<file path="src/hw/rtl/ybgr_pkg.sv">
`default_nettype none

package ybgr_pkg;

    localparam int MAX_PAIRS_PER_ROW_DEF = 2048;
    localparam int MAX_ROWS_DEF          = 4096;

    localparam int PIX_W     = 8;
    localparam int PAIRS_W   = 12;
    localparam int ROWS_W    = 13;
    localparam int COEFF_W   = 12;
    localparam int ADDR_W    = 23;
    localparam int CFG_IDX_W = 3;
    localparam int CFG_DAT_W = 13;
    localparam int DELTA_W   = 22;
    localparam int SUM_W     = 23;

    localparam logic [PAIRS_W-1:0] PAIRS_RST     = 12'd320;
    localparam logic [ROWS_W-1:0]  ROWS_RST      = 13'd480;
    localparam logic [COEFF_W-1:0] RED_V_RST     = 12'd1436;
    localparam logic [COEFF_W-1:0] GREEN_U_RST   = 12'd352;
    localparam logic [COEFF_W-1:0] GREEN_V_RST   = 12'd731;
    localparam logic [COEFF_W-1:0] BLUE_U_RST    = 12'd1815;

    typedef enum logic [CFG_IDX_W-1:0] {
        CFG_PAIRS_PER_ROW    = 3'd0,
        CFG_ROWS_PER_FRAME   = 3'd1,
        CFG_RED_FROM_V       = 3'd2,
        CFG_GREEN_FROM_U     = 3'd3,
        CFG_GREEN_FROM_V     = 3'd4,
        CFG_BLUE_FROM_U      = 3'd5
    } t_cfg_idx;

    typedef logic signed [DELTA_W-1:0] t_delta;

    typedef struct packed {
        logic [PIX_W-1:0] blue;
        logic [PIX_W-1:0] green;
        logic [PIX_W-1:0] red;
    } t_bgr;

    typedef struct packed {
        t_bgr              left;
        t_bgr              right;
        logic [ADDR_W-1:0] pair_address;
        logic              frame_end;
    } t_result;

    function automatic logic [PIX_W-1:0] to_byte(input logic signed [SUM_W-1:0] sum);
        logic [PIX_W-1:0] res;
        if (sum < 0) begin
            res = '0;
        end else if (sum[SUM_W-1:PIX_W+10] != '0) begin
            res = '1;
        end else begin
            res = sum[PIX_W+9:10];
        end
        return res;
    endfunction

endpackage

`default_nettype wire

</file>
<file path="src/hw/rtl/ybgr_pixel.sv">
`default_nettype none

module ybgr_pixel (
    input  wire logic [ybgr_pkg::PIX_W-1:0] i_y,
    input  wire ybgr_pkg::t_delta           i_db,
    input  wire ybgr_pkg::t_delta           i_dg,
    input  wire ybgr_pkg::t_delta           i_dr,
    output ybgr_pkg::t_bgr                  o_pix
);
    import ybgr_pkg::*;

    logic signed [SUM_W-1:0] y_q10;
    logic signed [SUM_W-1:0] sum_b;
    logic signed [SUM_W-1:0] sum_g;
    logic signed [SUM_W-1:0] sum_r;

    assign y_q10 = $signed({{(SUM_W-PIX_W-10){1'b0}}, i_y, 10'b0});
    assign sum_b = y_q10 + SUM_W'(i_db);
    assign sum_g = y_q10 + SUM_W'(i_dg);
    assign sum_r = y_q10 + SUM_W'(i_dr);

    assign o_pix.blue  = to_byte(sum_b);
    assign o_pix.green = to_byte(sum_g);
    assign o_pix.red   = to_byte(sum_r);

endmodule

`default_nettype wire

</file>
<file path="src/hw/rtl/ybgr_addr_gen.sv">
`default_nettype none

module ybgr_addr_gen #(
    parameter int MAX_PAIRS_PER_ROW = ybgr_pkg::MAX_PAIRS_PER_ROW_DEF,
    parameter int MAX_ROWS          = ybgr_pkg::MAX_ROWS_DEF
) (
    input  wire logic                          i_clk,
    input  wire logic                          i_rst_n,
    input  wire logic                          i_advance,
    input  wire logic [ybgr_pkg::PAIRS_W-1:0]  i_pairs_per_row,
    input  wire logic [ybgr_pkg::ROWS_W-1:0]   i_rows_per_frame,
    output logic      [ybgr_pkg::ADDR_W-1:0]   o_pair_address,
    output logic                               o_frame_end
);
    import ybgr_pkg::*;

    localparam int COL_W  = (MAX_PAIRS_PER_ROW > 1) ? $clog2(MAX_PAIRS_PER_ROW) : 1;
    localparam int ROW_W  = (MAX_ROWS > 1) ? $clog2(MAX_ROWS) : 1;
    localparam int PL_W   = $clog2(MAX_PAIRS_PER_ROW + 1);
    localparam int RL_W   = $clog2(MAX_ROWS + 1);
    localparam int PROD_W = PL_W + RL_W + 1;
    localparam int AS_W   = (PROD_W > ADDR_W) ? PROD_W : ADDR_W;

    logic [COL_W-1:0] r_col, n_col;
    logic [ROW_W-1:0] r_row, n_row;

    logic [PL_W-1:0]  pairs, pairs_m1;
    logic [RL_W-1:0]  rows, rows_m1;
    logic [COL_W-1:0] col_eff;
    logic [ROW_W-1:0] row_eff;
    logic             last_col, last_row;
    logic [AS_W-1:0]  addr_sum;

    always_comb begin
        if (i_pairs_per_row == '0) begin
            pairs = PL_W'(1);
        end else if (32'(i_pairs_per_row) > 32'(MAX_PAIRS_PER_ROW)) begin
            pairs = PL_W'(MAX_PAIRS_PER_ROW);
        end else begin
            pairs = PL_W'(i_pairs_per_row);
        end
        if (i_rows_per_frame == '0) begin
            rows = RL_W'(1);
        end else if (32'(i_rows_per_frame) > 32'(MAX_ROWS)) begin
            rows = RL_W'(MAX_ROWS);
        end else begin
            rows = RL_W'(i_rows_per_frame);
        end
    end

    assign pairs_m1 = pairs - PL_W'(1);
    assign rows_m1  = rows - RL_W'(1);
    assign col_eff  = (32'(r_col) >= 32'(pairs)) ? COL_W'(pairs_m1) : r_col;
    assign row_eff  = (32'(r_row) >= 32'(rows)) ? ROW_W'(rows_m1) : r_row;
    assign last_col = (32'(col_eff) == 32'(pairs_m1));
    assign last_row = (32'(row_eff) == 32'(rows_m1));

    assign addr_sum = AS_W'(rows_m1 - RL_W'(row_eff)) * AS_W'(pairs) + AS_W'(col_eff);
    assign o_pair_address = addr_sum[ADDR_W-1:0];
    assign o_frame_end    = last_col & last_row;

    always_comb begin
        n_col = r_col;
        n_row = r_row;
        if (i_advance) begin
            if (last_col) begin
                n_col = '0;
                n_row = last_row ? '0 : row_eff + ROW_W'(1);
            end else begin
                n_col = col_eff + COL_W'(1);
                n_row = row_eff;
            end
        end
    end

    always_ff @(posedge i_clk) begin
        if (!i_rst_n) begin
            r_col <= '0;
            r_row <= '0;
        end else begin
            r_col <= n_col;
            r_row <= n_row;
        end
    end

endmodule

`default_nettype wire

</file>
<file path="src/hw/rtl/yuyv_to_bgr888_converter.sv">
// YUYV 4:2:2 to BGR888 pixel-pair converter.
// The input channel (i_valid, o_stall) carries one YUYV macropixel per
// transfer: two luma samples and the shared U and V samples.
// The output channel (o_valid, i_stall) carries two BGR888 pixels per
// transfer, with the bottom-up pixel-pair address and a frame-end flag.
// The four Q10 chroma gains and the frame geometry are written through
// i_cfg_we, i_cfg_index and i_cfg_data; the user must do so only while
// the block is idle, since the block itself does not enforce it.
// Multipliers, adders and clamps are combinational and feed the output
// register; one macropixel per cycle passes while no stall holds the flow.
// A one-entry skid register sits beside the output register, so o_stall
// is a register and rises only when an input is taken while the receiver
// holds i_stall with a result waiting; no result is lost or repeated.
// Synchronous reset empties both registers, restores the default gains and
// a 640x480 geometry, and sets the row and column counters to zero.
`default_nettype none

module yuyv_to_bgr888_converter #(
    parameter int MAX_PAIRS_PER_ROW = ybgr_pkg::MAX_PAIRS_PER_ROW_DEF,
    parameter int MAX_ROWS          = ybgr_pkg::MAX_ROWS_DEF
) (
    input  wire logic                            i_clk,
    input  wire logic                            i_rst_n,
    input  wire logic                            i_cfg_we,
    input  wire logic [ybgr_pkg::CFG_IDX_W-1:0]  i_cfg_index,
    input  wire logic [ybgr_pkg::CFG_DAT_W-1:0]  i_cfg_data,
    input  wire logic                            i_valid,
    output logic                                 o_stall,
    input  wire logic [ybgr_pkg::PIX_W-1:0]      i_luma_first,
    input  wire logic [ybgr_pkg::PIX_W-1:0]      i_chroma_u,
    input  wire logic [ybgr_pkg::PIX_W-1:0]      i_luma_second,
    input  wire logic [ybgr_pkg::PIX_W-1:0]      i_chroma_v,
    output logic                                 o_valid,
    input  wire logic                            i_stall,
    output logic      [ybgr_pkg::PIX_W-1:0]      o_blue_left,
    output logic      [ybgr_pkg::PIX_W-1:0]      o_green_left,
    output logic      [ybgr_pkg::PIX_W-1:0]      o_red_left,
    output logic      [ybgr_pkg::PIX_W-1:0]      o_blue_right,
    output logic      [ybgr_pkg::PIX_W-1:0]      o_green_right,
    output logic      [ybgr_pkg::PIX_W-1:0]      o_red_right,
    output logic      [ybgr_pkg::ADDR_W-1:0]     o_pair_address,
    output logic                                 o_frame_end
);
    import ybgr_pkg::*;

    localparam int PROD_W = PIX_W + COEFF_W + 1;

    logic [PAIRS_W-1:0] r_pairs_per_row;
    logic [ROWS_W-1:0]  r_rows_per_frame;
    logic [COEFF_W-1:0] r_red_v, r_green_u, r_green_v, r_blue_u;

    t_result r_out, n_out;
    t_result r_skid, n_skid;
    logic    r_out_valid, n_out_valid;
    logic    r_skid_valid, n_skid_valid;
    t_result result;

    logic                      accept;
    logic                      out_free;
    logic signed [PIX_W-1:0]   uc, vc;
    logic signed [PROD_W-1:0]  p_rv, p_gu, p_gv, p_bu;
    t_delta                    dr, dg, db;
    logic [ADDR_W-1:0]         addr;
    logic                      frame_end;

    always_ff @(posedge i_clk) begin
        if (!i_rst_n) begin
            r_pairs_per_row  <= PAIRS_RST;
            r_rows_per_frame <= ROWS_RST;
            r_red_v          <= RED_V_RST;
            r_green_u        <= GREEN_U_RST;
            r_green_v        <= GREEN_V_RST;
            r_blue_u         <= BLUE_U_RST;
        end else if (i_cfg_we) begin
            case (t_cfg_idx'(i_cfg_index))
                CFG_PAIRS_PER_ROW:  r_pairs_per_row  <= i_cfg_data[PAIRS_W-1:0];
                CFG_ROWS_PER_FRAME: r_rows_per_frame <= i_cfg_data[ROWS_W-1:0];
                CFG_RED_FROM_V:     r_red_v          <= i_cfg_data[COEFF_W-1:0];
                CFG_GREEN_FROM_U:   r_green_u        <= i_cfg_data[COEFF_W-1:0];
                CFG_GREEN_FROM_V:   r_green_v        <= i_cfg_data[COEFF_W-1:0];
                CFG_BLUE_FROM_U:    r_blue_u         <= i_cfg_data[COEFF_W-1:0];
                default: begin
                end
            endcase
        end
    end

    assign accept   = i_valid & ~r_skid_valid;
    assign out_free = ~r_out_valid | ~i_stall;

    assign uc = $signed({~i_chroma_u[PIX_W-1], i_chroma_u[PIX_W-2:0]});
    assign vc = $signed({~i_chroma_v[PIX_W-1], i_chroma_v[PIX_W-2:0]});

    assign p_rv = PROD_W'(vc) * $signed({1'b0, r_red_v});
    assign p_gu = PROD_W'(uc) * $signed({1'b0, r_green_u});
    assign p_gv = PROD_W'(vc) * $signed({1'b0, r_green_v});
    assign p_bu = PROD_W'(uc) * $signed({1'b0, r_blue_u});

    assign dr = DELTA_W'(p_rv);
    assign db = DELTA_W'(p_bu);
    assign dg = -DELTA_W'(p_gu) - DELTA_W'(p_gv);

    ybgr_pixel u_pixel_left (
        .i_y   (i_luma_first),
        .i_db  (db),
        .i_dg  (dg),
        .i_dr  (dr),
        .o_pix (result.left)
    );

    ybgr_pixel u_pixel_right (
        .i_y   (i_luma_second),
        .i_db  (db),
        .i_dg  (dg),
        .i_dr  (dr),
        .o_pix (result.right)
    );

    ybgr_addr_gen #(
        .MAX_PAIRS_PER_ROW (MAX_PAIRS_PER_ROW),
        .MAX_ROWS          (MAX_ROWS)
    ) u_addr_gen (
        .i_clk            (i_clk),
        .i_rst_n          (i_rst_n),
        .i_advance        (accept),
        .i_pairs_per_row  (r_pairs_per_row),
        .i_rows_per_frame (r_rows_per_frame),
        .o_pair_address   (addr),
        .o_frame_end      (frame_end)
    );

    assign result.pair_address = addr;
    assign result.frame_end    = frame_end;

    always_comb begin
        n_out        = r_out;
        n_skid       = r_skid;
        n_out_valid  = r_out_valid;
        n_skid_valid = r_skid_valid;
        if (out_free) begin
            if (r_skid_valid) begin
                n_out        = r_skid;
                n_out_valid  = 1'b1;
                n_skid_valid = 1'b0;
            end else if (accept) begin
                n_out       = result;
                n_out_valid = 1'b1;
            end else begin
                n_out_valid = 1'b0;
            end
        end else if (accept) begin
            n_skid       = result;
            n_skid_valid = 1'b1;
        end
    end

    always_ff @(posedge i_clk) begin
        if (!i_rst_n) begin
            r_out_valid  <= 1'b0;
            r_skid_valid <= 1'b0;
        end else begin
            r_out_valid  <= n_out_valid;
            r_skid_valid <= n_skid_valid;
        end
    end

    always_ff @(posedge i_clk) begin
        r_out  <= n_out;
        r_skid <= n_skid;
    end

    assign o_stall        = r_skid_valid;
    assign o_valid        = r_out_valid;
    assign o_blue_left    = r_out.left.blue;
    assign o_green_left   = r_out.left.green;
    assign o_red_left     = r_out.left.red;
    assign o_blue_right   = r_out.right.blue;
    assign o_green_right  = r_out.right.green;
    assign o_red_right    = r_out.right.red;
    assign o_pair_address = r_out.pair_address;
    assign o_frame_end    = r_out.frame_end;

endmodule

`default_nettype wire
</file>
<file path="config.mk">
export PLATFORM = sky130hd
export DESIGN_NAME = yuyv_to_bgr888_converter
export DESIGN_NICKNAME = d
export VERILOG_FILES = /design/src/hw/rtl/ybgr_pkg.sv /design/src/hw/rtl/ybgr_pixel.sv /design/src/hw/rtl/ybgr_addr_gen.sv /design/src/hw/rtl/yuyv_to_bgr888_converter.sv
export SDC_FILE = /design/constraint.sdc
export NUM_CORES = 2
export LEC_CHECK = 0
export ABC_AREA = 1
export BUFFER_PORTS_ARGS = -buffer_cell sky130_fd_sc_hd__clkbuf_2
export CORE_ASPECT_RATIO = 1.25
export CORE_MARGIN = 3
export CORE_UTILIZATION = 50
export DETAILED_ROUTE_END_ITERATION = 7
export PLACE_DENSITY = 0.74
export SLEW_MARGIN = 0
export SYNTH_ARGS = -nofsm -noshare
export SYNTH_HDL_FRONTEND = slang
export SYNTH_SLANG_ARGS = --single-unit
</file>
<file path="constraint.sdc">
create_clock -name i_clk -period 26.1 [get_ports i_clk]
set_input_delay 1.305 -clock i_clk [delete_from_list [all_inputs] [get_ports i_clk]]
set_output_delay 1.305 -clock i_clk [all_outputs]
set_load 0.05 [all_outputs]
</file>
; ---- Yosys cells after proc, flatten, opt, wreduce, memory -nomap -nowiden
; Index checks and enable logic that the tools add are counted.
[word_totals]
wordCells = 116
memories = 0
inputBits = 53
out_inout_bits = 74
ramBits = 0
ff_bits = 242
latch_bits = 0
rom_bits = 0
[op_classes]
n_mul = 5
shifts = 0
eq_ne = 7
bitwise = 10
div = 0
addsub = 14
n_reduce_logical = 19
n_lt_le_gt_ge = 10
mux = 25
[op_table]
columns = cell, count
row1 = 2-to-1 mux 72 bit, 2
row2 = 2-to-1 mux 8 bit, 12
row3 = adder 19 x 21 -> 22 bit, 4
row4 = "less-than comparator 22 x 1 -> 1 bit, second input constant", 4
row5 = multiplier 8 x 13 -> 21 bit, 4
row6 = 2-to-1 mux 12 bit, 5
row7 = adder 19 x 22 -> 23 bit, 2
row8 = "less-than comparator 23 x 1 -> 1 bit, second input constant", 2
row9 = nonzero test 5 bit, 6
row10 = multiplier 26 x 12 -> 23 bit, 1
row11 = 2-to-1 mux 13 bit, 2
row12 = adder 23 x 11 -> 23 bit, 1
row13 = 2-to-1 mux 11 bit, 2
row14 = negation 21 -> 22 bit, 1
row15 = subtractor 22 x 21 -> 22 bit, 1
row16 = AND reduction 2 bit, 8
row17 = subtractor 13 x 12 -> 14 bit, 1
row18 = == test 12 x 13 -> 1 bit, 1
row19 = greater-or-equal comparator 12 x 13 -> 1 bit, 1
row20 = "> comparator 13 bit, second input constant", 1
row21 = logical NOT 13 bit, 1
row22 = "subtractor 13 x 1 -> 13 bit, second input constant", 1
row23 = "adder 12 x 1 -> 12 bit, second input constant", 1
row24 = == test 11 x 12 -> 1 bit, 1
row25 = other kinds (15), 25

; ---- Logic depth before layout (Yosys ltp)
[depth]
depth_word = 10
mapped_depth = 57
mapped_depth_nobuf = 54

; ---- Hierarchy
; From an unflattened synthesis, not the netlist that was laid out.
[unflattened]
hier_cells = 4912
area_unflattened_um2 = 36186.0
[modules_own_cells]
columns = module, instances, seq_area_each_um2, cells_per_inst, area_each_um2
row1 = yuyv_to_bgr888_converter, 1, 5825.6, 2753, 22323.9
row2 = ybgr_addr_gen, 1, 460.4, 1428, 9904.5
row3 = ybgr_pixel at u_pixel_right, 1, 0.0, 365, 2009.4
row4 = ybgr_pixel at u_pixel_left, 1, 0.0, 366, 1948.1

; ---- Worst setup path after synthesis
; Ideal clock, no wire load.
[synth_timing]
path_kind = register to register
from = reg r_rows_per_frame[2]
to = reg r_out, in the netlist o_pair_address[22] (data pin)
t_required_ns = 25.969
slack_ns = 17.682
arrival_time_ns = 8.287
path_buffers = 4
period_less_slack_ns = 8.418
setup_ns = 0.131
path_stages_with_launch = 48
path_cell_list = dfxtp_1 > buf_6 > nor2_2 > nand2_1 > nor2_2 > nand2_2 > nand2_4 > buf_8 > inv_6 > nor2_8 > inv_2 > ha_1 > nand2_1 > inv_1 > nand2_1 > nand2_1 > a21oi_2 > nand3_2 > (+12 left out) > inv_1 > fa_1 > fa_1 > fa_1 > inv_1 > fa_1 > inv_1 > ha_1 > inv_1 > nor3_1 > nor3b_1 > nand4_1 > nand3_1 > xor2_1 > xor3_1 > nand3_1 > nand3_1 > nand2_1
[synth_via]
elab_chain_len = 10
elab_cells_between_ends = 12
classes_between = add/sub (3) / mul (1) / order compare (2) / mux (5) / reduce/logical (1)
[synth_lines]
columns = element, line
row1 = "start, declared", yuyv_to_bgr888_converter.sv:49  ; logic [ROWS_W-1:0] r_rows_per_frame;
row2 = "start signal, assigned", yuyv_to_bgr888_converter.sv:77  ; CFG_ROWS_PER_FRAME: r_rows_per_frame <= i_cfg_data[ROWS_W-1:0];
row3 = > comparator 13 bit, ybgr_addr_gen.sv:44  ; end else if (32'(i_rows_per_frame) > 32'(MAX_ROWS)) begin
row4 = 2-to-1 mux 13 bit, ybgr_addr_gen.sv:44
row5 = 2-to-1 mux 13 bit (*), ybgr_addr_gen.sv:42  ; if (i_rows_per_frame == '0) begin
row6 = subtractor 13 x 1 -> 13 bit / greater-or-equal comparator 12 x 13 -> 1 bit (equally long branches), "ybgr_addr_gen.sv:52, ybgr_addr_gen.sv:54"
row7 = 2-to-1 mux 12 bit, ybgr_addr_gen.sv:54  ; assign row_eff = (32'(r_row) >= 32'(rows)) ? ROW_W'(rows_m1) : r_row;
row8 = subtractor 13 x 12 -> 14 bit (*), ybgr_addr_gen.sv:58  ; assign addr_sum = AS_W'(rows_m1 - RL_W'(row_eff)) * AS_W'(pairs) + AS_W'(col_eff);
row9 = multiplier 26 x 12 -> 23 bit (*), ybgr_addr_gen.sv:58
row10 = adder 23 x 11 -> 23 bit (*), ybgr_addr_gen.sv:58
row11 = 2-to-1 mux 72 bit (*), yuyv_to_bgr888_converter.sv:145  ; end else if (accept) begin
row12 = 2-to-1 mux 72 bit (*), yuyv_to_bgr888_converter.sv:141  ; if (r_skid_valid) begin
row13 = "end signal, assigned", yuyv_to_bgr888_converter.sv:168  ; r_out <= n_out;
row14 = "end, declared", yuyv_to_bgr888_converter.sv:52  ; t_result r_out, n_out;
; Every way passes the cells marked *; elsewhere a longest branch is shown, timed or not. The select of a mux whose other input is x is not followed.
; A chain may end at the register's enable or synchronous reset.

; ---- Worst setup path after layout
; Ends and elaborated chain as after synthesis.

==> flow_summary.toml <==
[detailed_routing]
wl_mm = 88.8
drc = 0
vias = 27700
dr.pass1.iters = 5
wl_per_cell_um = 17.2
viasPerCell = 5.35
drt.antenna.violating_nets = 0
drt_iter0_drc = 1974

[clock_tree]
clock_latency_ns = 0.58
postCtsSetupRepairBufs = 0
post_cts_resized = 0
htreeDepth = 1
clock-root-buffer = "clkbuf_16"
cts_tree = "done"
clk_pin_slew_worst_paths_ns = 0.06
clk_path_buf_depth = 3
cts_hold_buf = 0
clock_sinks = 242
cts_made_buffers = 28

[die]
io_pins = 127
core-area_um2 = 66100
rows = 105
die_h_um = 296
die_w_um = 238
start_util = 0.509
dieArea_um2 = 70400

[placed_design]
place_hpwl_mm = 70.9
gp_routability_congestion = 0.933
placedCellCount = 5114
io_buffers = 126

[run]
maxCapViolations = 0

[global_route]
grt_max_degree = 75
antenna_found_initial = 0
track_usage = 0.256
grt_busiest_layer = "met2"
grt-ovfl-total = 0
grtUsageMet3 = 0.0305
grt_pass1_wl_mm = 143
use_met2 = 0.471
grtUsageMet1 = 0.277
grt_pass1_vias = 28500

[synthesis]
ys_ff_latch = 242
avgSynthCellArea_um2 = 7.87
syn_area_um2 = 33600
ys.flop_type = "edfxtp_1"
synth_edf_count = 144
syn_nets = 5078
ys_warn_count = 0
yosysSeqAreaShare = 0.187
yosysUniqueCellTypes = 66
postSynth.asyncResetShare = 0
synth_cells = 4272

[sta]
fin_crit_ns = 9.28
report.final.slew_viol_count = 0
worst-slew-pin-transition_ns = 1.20
fmax_mhz = 108
rsz0062_at_grt = "false"
relSlewSlack = 0.201
setup_viol = 0
period_share = 0.356
fin_setup_tns_ns = 0
timing.final.hold_violations = 0
skew_ns = 0.0142

[setup_path]
crit_type = "flip-flop to flip-flop"
setup.worst_path.end_class = "flip-flop"
critical_path.startpoint_type = "flip-flop"
crit_fanout = 26
cpMostUsedCell = "inv_1"
slowest_delay_ns = 0.55
critPathSlowestCell = "fa_1"
rr_worst_depth = 45
crit_required_ns = 26.54
cp.arrival_ns = 9.73

[run_status]
outcome = "completed"

[final_layout]
layout-drive-gt1-share = 0.0729
nNetsFinal = 5094
fin_util = 0.541
final_cells = 5167
syn2layout_area_growth_pct = 6.26

[worst_hold_path]
holdPathStages = 2
min_path_type = "flip-flop to flip-flop"
==> cell usage after synthesis, types with 3 or more instances <==
library cell	n	area, um^2
nand2_1	979	3670
inv_1	903	3390
fa_1	432	8650
ha_1	321	4020
nor2_1	312	1170
nand3_1	199	996
a21oi_1	193	966
edfxtp_1	144	4320
clkbuf_1	118	443
dfxtp_1	98	1960
o21ai_0	98	490
xor2_1	74	648
nand4_1	51	319
xnor2_1	44	385
a31oi_1	28	175
inv_2	28	105
nand2_2	21	131
or2_2	19	119
nor3_1	18	90.1
o21ai_1	18	90.1
o21bai_1	16	120
o211ai_1	15	113
buf_2	14	70.1
a21o_1	11	82.6
a21oi_2	9	78.8
nand3_2	9	90.1
nor2_2	9	56.3
buf_1	8	30.0
buf_6	6	67.6
nor2_4	6	67.6
nand3b_1	5	37.5
nor2_8	5	100
o21ai_2	5	43.8
and3_1	4	25.0
clkinv_1	4	15.0
o31ai_1	4	30.0
and2_1	3	18.8
nand2_4	3	33.8
nor4_1	3	18.8
==> sequential cells by signal (all words and copies together) (netlist names), 8 cells and up <==
signal,flops
r_skid,72
o_pair_address,23
r_rows_per_frame,13
r_blue_u,12
r_green_u,12
r_green_v,12
r_pairs_per_row,12
r_red_v,12
u_addr_gen.r_row,12
u_addr_gen.r_col,11
o_blue_left,8
o_blue_right,8
o_green_left,8
o_green_right,8
o_red_left,8
o_red_right,8
==> worst paths after layout <==
check	start	to	slack (ns)
worst max register to register	r_rows_per_frame[2]	o_pair_address[22]	16.82
worst max-delay path	r_rows_per_frame[2]	o_pair_address[22]	16.82
worst min register to register	r_rows_per_frame[0]	r_rows_per_frame[0]	0.48
worst min-delay path	r_rows_per_frame[0]	r_rows_per_frame[0]	0.48
==> cell type report <==
class / instances / area, um^2
inverter: 937 / 3530
antenna: 1 / 2.50
tap: 856 / 1070
multi-input combinational: 2945 / 23200
timing repair buffer: 134 / 691
fill: 6154 / 30300
clock buffer: 34 / 756
clock inverter: 18 / 198
sequential: 242 / 6290
==> placed cells by master, fill, tap and decap left out, types with 51 or more instances in the layout <==
cell type  synthesis  final
nand4_1           51     51
o21ai_0           98     98
nand2_1          979    979
nor2_1           312    311
clkbuf_2           0    127
a21oi_1          193    192
ha_1             321    321
dfxtp_1           98     97
inv_1            903    903
nand3_1          199    199
edfxtp_1         144    144
fa_1             432    432
xor2_1            74     74
==> kinds of logic (layout without fill, tap and decap cells) <==
| logic type | count (synthesis) | count (layout) | synth area share |
|---|---|---|---|
| simple gates | 1656 | 1656 | 0.209 |
| buf+inv | 1085 | 1123 | 0.124 |
| fa+ha+maj | 753 | 753 | 0.376 |
| compound gates | 413 | 413 | 0.0702 |
| flops | 242 | 242 | 0.187 |
| xor+xnor | 123 | 123 | 0.0336 |
| other cells | 0 | 1 | 0 |
==> critical path, delay by kind of cell, from the launching register on <==
family	cells	cell delay, ns
AO/OA/AOI/OAI	4	0.68
XOR/XNOR	2	0.63
adder cells (fa/ha/maj)	8	3.36
buffers and inverters	11	0.81
flip-flops	1	0.41
AND/OR/NAND/NOR	20	3.26
==> stage by stage <==
stage          setup slack, ns  hold WS [ns]  cell area [um^2]
3_3_place_gp             17.03         0.470             34800
5_1_grt                  15.92         0.493             35700
4_1_cts                  16.83         0.481             35700
2_1_floorplan            17.68         0.444             33600
6_report                 16.82         0.476             35700
3_5_place_dp             16.89         0.471             34800
==> routing by layer <==
metal,share of wire,vias up
li1,-,13200
met4,0.075,0
met5,0,-
met2,0.51,942
met1,0.36,13300
met3,0.055,315
Power is not shown: default switching activity piles up to over one toggle a cycle in this logic, so the estimate is an artifact.
